File: config.mk
export PLATFORM = sky130hd
export DESIGN_NAME = switch_control_register_file
export DESIGN_NICKNAME = d
export VERILOG_FILES = /design/src/hdl/scrf_pkg.sv /design/src/hdl/switch_control_register_file.sv
export SDC_FILE = /design/constraint.sdc
export NUM_CORES = 1
export LEC_CHECK = 0
export BUFFER_PORTS_ARGS = -buffer_cell sky130_fd_sc_hd__buf_2
export CORE_MARGIN = 3
export CORE_UTILIZATION = 50
export DETAILED_ROUTE_END_ITERATION = 10
export HOLD_SLACK_MARGIN = 0.06
export PLACE_DENSITY = 0.7
export RECOVER_POWER = 25
export SLEW_MARGIN = 30
export SYNTH_ARGS = -nofsm -noshare
export SYNTH_HDL_FRONTEND = slang
export SYNTH_SLANG_ARGS = --single-unit
File: constraint.sdc
create_clock -name i_clk -period 4.6 [get_ports i_clk]
set_input_delay 0.46 -clock i_clk [delete_from_list [all_inputs] [get_ports i_clk]]
set_output_delay 0.46 -clock i_clk [all_outputs]
set_load 0.02 [all_outputs]
File: src/hdl/scrf_pkg.sv
package scrf_pkg;

    localparam int MAX_LINKS_DEF     = 8;
    localparam int MAX_NODE_BITS_DEF = 16;

    // status bits available on the connected input
    localparam int LINK_CONN_W = 8;

    // register numbers
    localparam logic [15:0] REG_SCRATCH = 16'h0003;
    localparam logic [15:0] REG_NODE_ID = 16'h0005;
    localparam logic [15:0] REG_DIR0    = 16'h000c;
    localparam logic [15:0] REG_NETDIR0 = 16'h0020;
    localparam logic [15:0] REG_STATE0  = 16'h0080;

    // access kind
    localparam logic KIND_READ  = 1'b0;
    localparam logic KIND_WRITE = 1'b1;

    // device modes
    localparam logic MODE_OLD = 1'b0;
    localparam logic MODE_NEW = 1'b1;

    // state word bit positions
    localparam int ST_SYM_OLD_LSB = 8;
    localparam int ST_SYM_NEW_LSB = 11;
    localparam int ST_CONN_A      = 25;
    localparam int ST_CONN_B      = 26;
    localparam int ST_FIVE_WIRE   = 30;
    localparam int ST_ENABLE      = 31;

    // network/direction word bit positions
    localparam int ND_NET_LSB   = 4;
    localparam int ND_ROUTE_LSB = 8;

    typedef enum logic [1:0] {
        CFG_DEVICE_MODE = 2'd0,
        CFG_NODE_BITS   = 2'd1,
        CFG_LINK_COUNT  = 2'd2
    } t_cfg_idx;

    // Route field is ceil(log2(nb)) + 2 bits wide.
    function automatic logic [5:0] route_mask(input logic [4:0] nb);
        logic [5:0] m;
        if (nb <= 5'd1) begin
            m = 6'h03;
        end else if (nb == 5'd2) begin
            m = 6'h07;
        end else if (nb <= 5'd4) begin
            m = 6'h0f;
        end else if (nb <= 5'd8) begin
            m = 6'h1f;
        end else begin
            m = 6'h3f;
        end
        return m;
    endfunction

endpackage

File: src/hdl/switch_control_register_file.sv
// An accepted access goes through the input register, then the result register, to
// its result word, and is held up only while the result side stalls.
// Throughput: one access per cycle unless the result side stalls; the decode and
// field pack between the two registers, with register updates on the same edge
// as the result load. Reset (synchronous, active low): pipeline empty, mode 1,
// 16 node bits, 4 links, and every control register cleared to zero.
module switch_control_register_file
    import scrf_pkg::*;
#(
    parameter int MAX_LINKS     = MAX_LINKS_DEF,
    parameter int MAX_NODE_BITS = MAX_NODE_BITS_DEF
) (
    input  logic        i_clk,
    input  logic        i_rst_n,

    input  logic        i_cfg_valid,
    output logic        o_cfg_ready,
    input  logic [1:0]  i_cfg_index,
    input  logic [4:0]  i_cfg_data,

    input  logic        i_in_valid,
    output logic        o_in_stall,
    input  logic        i_kind,
    input  logic [15:0] i_reg_number,
    input  logic [31:0] i_write_data,
    input  logic [7:0]  i_link_connected,

    output logic        o_out_valid,
    input  logic        i_out_stall,
    output logic        o_access_ok,
    output logic [31:0] o_read_data
);

    localparam int LINK_IW = (MAX_LINKS > 1) ? $clog2(MAX_LINKS) : 1;

    // configuration
    logic       r_device_mode;
    logic [4:0] r_node_bits;
    logic [3:0] r_link_count;

    // control registers
    logic [MAX_NODE_BITS-1:0] r_node_id;
    logic [31:0]              r_scratch;
    logic [3:0]               r_dim_dir   [MAX_NODE_BITS];
    logic [1:0]               r_link_net  [MAX_LINKS];
    logic [5:0]               r_link_route[MAX_LINKS];
    logic [10:0]              r_link_tok  [MAX_LINKS];
    logic [10:0]              r_link_sym  [MAX_LINKS];
    logic                     r_link_five [MAX_LINKS];
    logic                     r_link_en   [MAX_LINKS];

    // input stage
    logic        r_in_valid;
    logic        r_kind;
    logic [15:0] r_num;
    logic [31:0] r_wdata;
    logic [7:0]  r_conn;

    // result stage
    logic        r_out_valid;
    logic        r_access_ok;
    logic [31:0] r_read_data;

    logic        out_load;
    logic        proc_write;
    logic [4:0]  eff_nb;
    logic [5:0]  eff_links;
    logic [5:0]  ndir_sum;
    logic [1:0]  ndir;
    logic [16:0] nb_mask17;
    logic [MAX_NODE_BITS-1:0] node_mask;
    logic [5:0]  rmask;
    logic [15:0] dir_off;
    logic [15:0] net_off;
    logic [15:0] st_off;
    logic        dir_sel;
    logic        hit_node;
    logic        hit_scr;
    logic        hit_dir;
    logic        hit_net;
    logic        hit_st;
    logic        hit_any;
    logic [LINK_IW-1:0] link_idx;
    logic        conn_bit;
    logic [31:0] dir_data;
    logic        n_access_ok;
    logic [31:0] n_read_data;

    assign o_cfg_ready = 1'b1;
    assign o_out_valid = r_out_valid;
    assign o_access_ok = r_access_ok;
    assign o_read_data = r_read_data;

    assign out_load   = !r_out_valid || !i_out_stall;
    assign o_in_stall = r_in_valid && !out_load;
    assign proc_write = r_in_valid && out_load && (r_kind == KIND_WRITE);

    // effective configuration
    assign eff_nb    = (r_node_bits > 5'(MAX_NODE_BITS)) ? 5'(MAX_NODE_BITS) : r_node_bits;
    assign eff_links = ({2'b00, r_link_count} > 6'(MAX_LINKS)) ?
                       6'(MAX_LINKS) : {2'b00, r_link_count};
    assign ndir_sum  = {1'b0, eff_nb} + 6'd7;
    assign ndir      = ndir_sum[4:3];
    assign nb_mask17 = (17'd1 << eff_nb) - 17'd1;
    assign node_mask = nb_mask17[MAX_NODE_BITS-1:0];
    assign rmask     = route_mask(eff_nb);

    // address decode
    assign dir_off  = r_num - REG_DIR0;
    assign net_off  = r_num - REG_NETDIR0;
    assign st_off   = r_num - REG_STATE0;
    assign dir_sel  = dir_off[0];

    assign hit_node = (r_num == REG_NODE_ID);
    assign hit_scr  = (r_num == REG_SCRATCH) && (r_device_mode == MODE_OLD);
    assign hit_dir  = (r_device_mode == MODE_NEW) && (r_num >= REG_DIR0) &&
                      (dir_off < {14'd0, ndir});
    assign hit_net  = (r_num >= REG_NETDIR0) && (net_off < {10'd0, eff_links});
    assign hit_st   = (r_num >= REG_STATE0) && (st_off < {10'd0, eff_links});
    assign hit_any  = hit_node || hit_scr || hit_dir || hit_net || hit_st;

    assign link_idx = hit_net ? net_off[LINK_IW-1:0] : st_off[LINK_IW-1:0];
    assign conn_bit = (st_off < 16'(LINK_CONN_W)) ? r_conn[st_off[2:0]] : 1'b0;

    // direction register read: nibble k of register r is dimension 8r+k
    always_comb begin
        dir_data = '0;
        for (int d = 0; d < MAX_NODE_BITS; d++) begin
            if ((1'(d / 8) == dir_sel) && (5'(d) < eff_nb)) begin
                dir_data[4*(d%8) +: 4] = r_dim_dir[d];
            end
        end
    end

    always_comb begin
        n_read_data = '0;
        if (hit_node) begin
            n_read_data = 32'(r_node_id & node_mask);
        end else if (hit_scr) begin
            n_read_data = r_scratch;
        end else if (hit_dir) begin
            n_read_data = dir_data;
        end else if (hit_net) begin
            n_read_data[ND_NET_LSB +: 2]   = r_link_net[link_idx];
            n_read_data[ND_ROUTE_LSB +: 6] = r_link_route[link_idx] & rmask;
        end else if (hit_st) begin
            if (r_device_mode == MODE_OLD) begin
                n_read_data[3:0]                = r_link_tok[link_idx][3:0];
                n_read_data[ST_SYM_OLD_LSB +: 4] = r_link_sym[link_idx][3:0];
            end else begin
                n_read_data[10:0]                 = r_link_tok[link_idx];
                n_read_data[ST_SYM_NEW_LSB +: 11] = r_link_sym[link_idx];
                n_read_data[ST_CONN_A]            = conn_bit;
                n_read_data[ST_CONN_B]            = conn_bit;
            end
            n_read_data[ST_FIVE_WIRE] = r_link_five[link_idx];
            n_read_data[ST_ENABLE]    = r_link_en[link_idx];
        end
        if (r_kind == KIND_WRITE) begin
            n_read_data = '0;
        end
        n_access_ok = hit_any;
    end

    // configuration port
    always_ff @(posedge i_clk) begin
        if (!i_rst_n) begin
            r_device_mode <= MODE_NEW;
            r_node_bits   <= 5'd16;
            r_link_count  <= 4'd4;
        end else if (i_cfg_valid && o_cfg_ready) begin
            case (i_cfg_index)
                CFG_DEVICE_MODE: r_device_mode <= i_cfg_data[0];
                CFG_NODE_BITS:   r_node_bits   <= i_cfg_data;
                CFG_LINK_COUNT:  r_link_count  <= i_cfg_data[3:0];
                default: ;
            endcase
        end
    end

    // input stage
    always_ff @(posedge i_clk) begin
        if (!i_rst_n) begin
            r_in_valid <= 1'b0;
        end else if (!o_in_stall) begin
            r_in_valid <= i_in_valid;
        end
    end

    always_ff @(posedge i_clk) begin
        if (i_in_valid && !o_in_stall) begin
            r_kind  <= i_kind;
            r_num   <= i_reg_number;
            r_wdata <= i_write_data;
            r_conn  <= i_link_connected;
        end
    end

    // result stage
    always_ff @(posedge i_clk) begin
        if (!i_rst_n) begin
            r_out_valid <= 1'b0;
        end else if (out_load) begin
            r_out_valid <= r_in_valid;
        end
    end

    always_ff @(posedge i_clk) begin
        if (out_load && r_in_valid) begin
            r_access_ok <= n_access_ok;
            r_read_data <= n_read_data;
        end
    end

    // register writes, committed as the word moves to the result stage
    always_ff @(posedge i_clk) begin
        if (!i_rst_n) begin
            r_node_id <= '0;
            r_scratch <= '0;
            for (int d = 0; d < MAX_NODE_BITS; d++) begin
                r_dim_dir[d] <= '0;
            end
            for (int l = 0; l < MAX_LINKS; l++) begin
                r_link_net[l]   <= '0;
                r_link_route[l] <= '0;
                r_link_tok[l]   <= '0;
                r_link_sym[l]   <= '0;
                r_link_five[l]  <= 1'b0;
                r_link_en[l]    <= 1'b0;
            end
        end else if (proc_write) begin
            if (hit_node) begin
                r_node_id <= r_wdata[MAX_NODE_BITS-1:0] & node_mask;
            end else if (hit_scr) begin
                r_scratch <= r_wdata;
            end else if (hit_dir) begin
                for (int d = 0; d < MAX_NODE_BITS; d++) begin
                    if ((1'(d / 8) == dir_sel) && (5'(d) < eff_nb)) begin
                        r_dim_dir[d] <= r_wdata[4*(d%8) +: 4];
                    end
                end
            end else if (hit_net) begin
                r_link_net[link_idx]   <= r_wdata[ND_NET_LSB +: 2];
                r_link_route[link_idx] <= r_wdata[ND_ROUTE_LSB +: 6] & rmask;
            end else if (hit_st) begin
                if (r_device_mode == MODE_OLD) begin
                    r_link_tok[link_idx] <= {7'd0, r_wdata[3:0]};
                    r_link_sym[link_idx] <= {7'd0, r_wdata[ST_SYM_OLD_LSB +: 4]};
                end else begin
                    r_link_tok[link_idx] <= r_wdata[10:0];
                    r_link_sym[link_idx] <= r_wdata[ST_SYM_NEW_LSB +: 11];
                end
                r_link_five[link_idx] <= r_wdata[ST_FIVE_WIRE];
                r_link_en[link_idx]   <= r_wdata[ST_ENABLE];
            end
        end
    end

endmodule

==> impl_metrics.tcl <==
set metrics [dict create \
    run_status "finished with violations" \
    violations "capacitance limit, slew limit" \
    synth_edf_count 394 \
    rsz0062_at_grt "false" \
    clk_pin_slew_ns 0.06 \
    ys_async_sr_fraction_pct 0 \
    worst_slew_pin_slew_ns 2.67 \
    synth_xor_area_share_pct 0.0817 \
    power_density_nw_per_um2 377 \
    critPathArrivalTime_ns 4.29 \
    critPathKind "reg -> reg" \
    clkLatencyLatePin_ns 0.58 \
    syn_area_um2 21400 \
    cts_sinks 470 \
    start_util_pct 50.9 \
    synth_cell_types 69 \
    setup_violations 0 \
    io_buffers 103 \
    tns_ns 0 \
    dieHeight_um 213 \
    route.detailed.drc 0 \
    drtPass1Iterations 7 \
    die_w_um 213 \
    synth_top_family_by_area "simple AND/OR/NAND/NOR gates" \
    syn_to_final_growth_pct 15.1 \
    crit_fanout 23 \
    rows 75 \
    synth_seq_cells 470 \
    ys_seq_area_share_pct 62.3 \
    hold_path_class "in -> reg" \
    placeableCoreArea_um2 42100 \
    grt_pass1_vias 15100 \
    ir_drop_mv 0.284 \
    cts-root-buf "clkbuf_16" \
    cts_buffers 48 \
    r2r_setup_slack_ns 0.66 \
    cts_setup_buffers 0 \
    synth_compound_area_share_pct 10.9 \
    finalCritPeriodShare_pct 85.7 \
    start_kind "register" \
    leakage_uw 0.00880 \
    clock_path_buffers 3 \
    slew_headroom_pct -78.7 \
    nets 1980 \
    drv_cap 3 \
    routed_wl_um 63100 \
    syn_nets 1852 \
    grt_start_max_net_pins 91 \
    antenna_left 0 \
    ctsHtreeMaxLevel 2 \
    viasPerCell 6.28 \
    crit_path_end_kind "register" \
    crit_required_ns 4.95 \
    wl_per_cell_um 25.4 \
    drive_gt1_share_pct 14.4 \
    vias 15600 \
    grtUsageTotal_pct 27.4 \
    hpwlAfterDp_um 41800 \
    ios 105 \
    fp.dieArea_um2 45400 \
    slew_violations 129 \
    gp_congestion 0.939 \
    finalHoldViolations 0 \
    synth_warnings 0 \
    muxShareOfSynthArea_pct 6.25 \
    setup_slack_ns 0.659 \
    grt_pass1_wl_um 92700 \
    grt_antenna_before_repair 2 \
    cts_tree "done" \
    ys_dominant_reg_cell "edfxtp_1" \
    place_ws_ns 0.788 \
    synth_cells 1775 \
    synth.avg_cell_area_um2 12.1 \
    grt-ovfl-total 0 \
    synth_fa_ha_area_share_pct 0.467 \
    max_freq_mhz 254 \
    synth-simple-area-share_pct 17.0 \
    skew_ns 0.0162 \
    fin_crit_ns 3.94 \
    drt_iter0_markers 1879 \
]
## critical path: stages, from the launching register on
cell	delay, ns
dfxtp_1	0.32
o31a_1	0.31
or2_2	0.35
inv_1	0.08
ha_1	0.22
o41ai_1	0.09
nand4_1	0.22
nor3_1	0.32
clkbuf_1	1.08
a221oi_1	0.24
o32ai_1	0.48
## cells in the mapped netlist, drive strengths merged (12+ instances only)
cell	count	area share, %
a32oi	13	0.53
and3	12	0.35
o211ai	13	0.46
edfxtp	394	55
nor2	135	2.6
clkbuf	115	2.0
nor2b	18	0.53
mux2	27	1.4
a22oi	22	0.77
a21boi	47	1.6
dfxtp	76	7.1
inv	18	0.32
nand2	176	3.1
nor3	49	1.1
mux2i	58	2.9
buf	28	0.68
a21oi	43	1.0
or3	15	0.44
o21ai	33	0.77
a22o	20	0.82
and2	212	6.2
o22ai	28	0.82
a221oi	31	1.3
mux4	18	1.9
nand3	35	0.82
## cell usage in the layout (no fill, tap or decap), drive strengths merged, types with 49 or more instances in the layout
master       netlist  layout
buf               28     129
nand2            176     176
dfxtp             76      76
nor3              49      49
mux2i             58      58
nor2             135     135
dlygate4sd3        0      51
clkbuf           115     103
edfxtp           394     394
and2             212     212
## where the power goes
| part | internal [uW] | switching [uW] | total, uW |
|---|---|---|---|
| Sequential | 4750 | 98.3 | 4850 |
| Combinational | 227 | 421 | 648 |
| Clock | 2170 | 1650 | 3810 |
## through the flow
stage	area, um^2	instances	total power, uW	hold WS (ns)	util, %
global placement	22700	2340	5520	0.446	53.8
detailed placement	22700	2340	5530	0.454	53.8
global route	24700	2481	9560	0.0662	58.6
floorplan	21400	1775	5250	0.434	-
CTS	24700	2480	9330	0.0605	58.7
finish	24700	2482	9310	0.0748	58.6
## area by class of cell
cell class                      count  area, um^2
Inverter                           18        67.6
Tap cell                          539         674
Timing Repair Buffer              221        1570
Antenna cell                        1        2.50
Multi-Input combinational cell   1144        7480
Clock inverter                     27         200
Sequential cell                   470       13400
Fill cell                        3347       17500
Clock buffer                       62        1340
## flip-flops by register name (all words and copies together), names as in the netlist
register       count
r_link_net        16
o_read_data       32
r_node_bits        5
o_access_ok        1
r_link_sym        88
r_num             16
r_link_count       4
r_link_route      48
r_link_en          8
r_conn             8
r_kind             1
r_link_five        8
r_scratch         32
r_device_mode      1
r_dim_dir         64
r_node_id         16
r_wdata           32
r_in_valid         1
r_link_tok        88
o_out_valid        1
## final timing paths
check,start,endpoint,cells past startpoint
worst min register to register,r_node_id[0],r_node_id[0],2
worst max register to register,r_node_bits[0],o_read_data[12],10
worst max-delay path,r_node_bits[0],o_read_data[12],10
worst min-delay path,i_reg_number[15],r_num[15],1
## layer usage
layer,vias up,share of wire [%],track usage (%)
met5,-,0.011,0
met4,2,3.7,9.96
met3,156,11,6.39
met2,928,47,42.9
met1,7672,39,37.5
li1,6830,-,-
## logic make-up after synthesis
logic type	count (synthesis)
buffers and inverters	161
XOR/XNOR	2
flip-flops	470
other	1
AND/OR/NAND/NOR	707
multiplexers	103
adder cells (fa/ha/maj)	8
AO/OA/AOI/OAI	323
## timing repair
action	in CTS	in global routing
endpoints found under the hold margin	51	0
resized for setup	0	0
hold buffers	51	0
(Power assumes the default switching activity.)
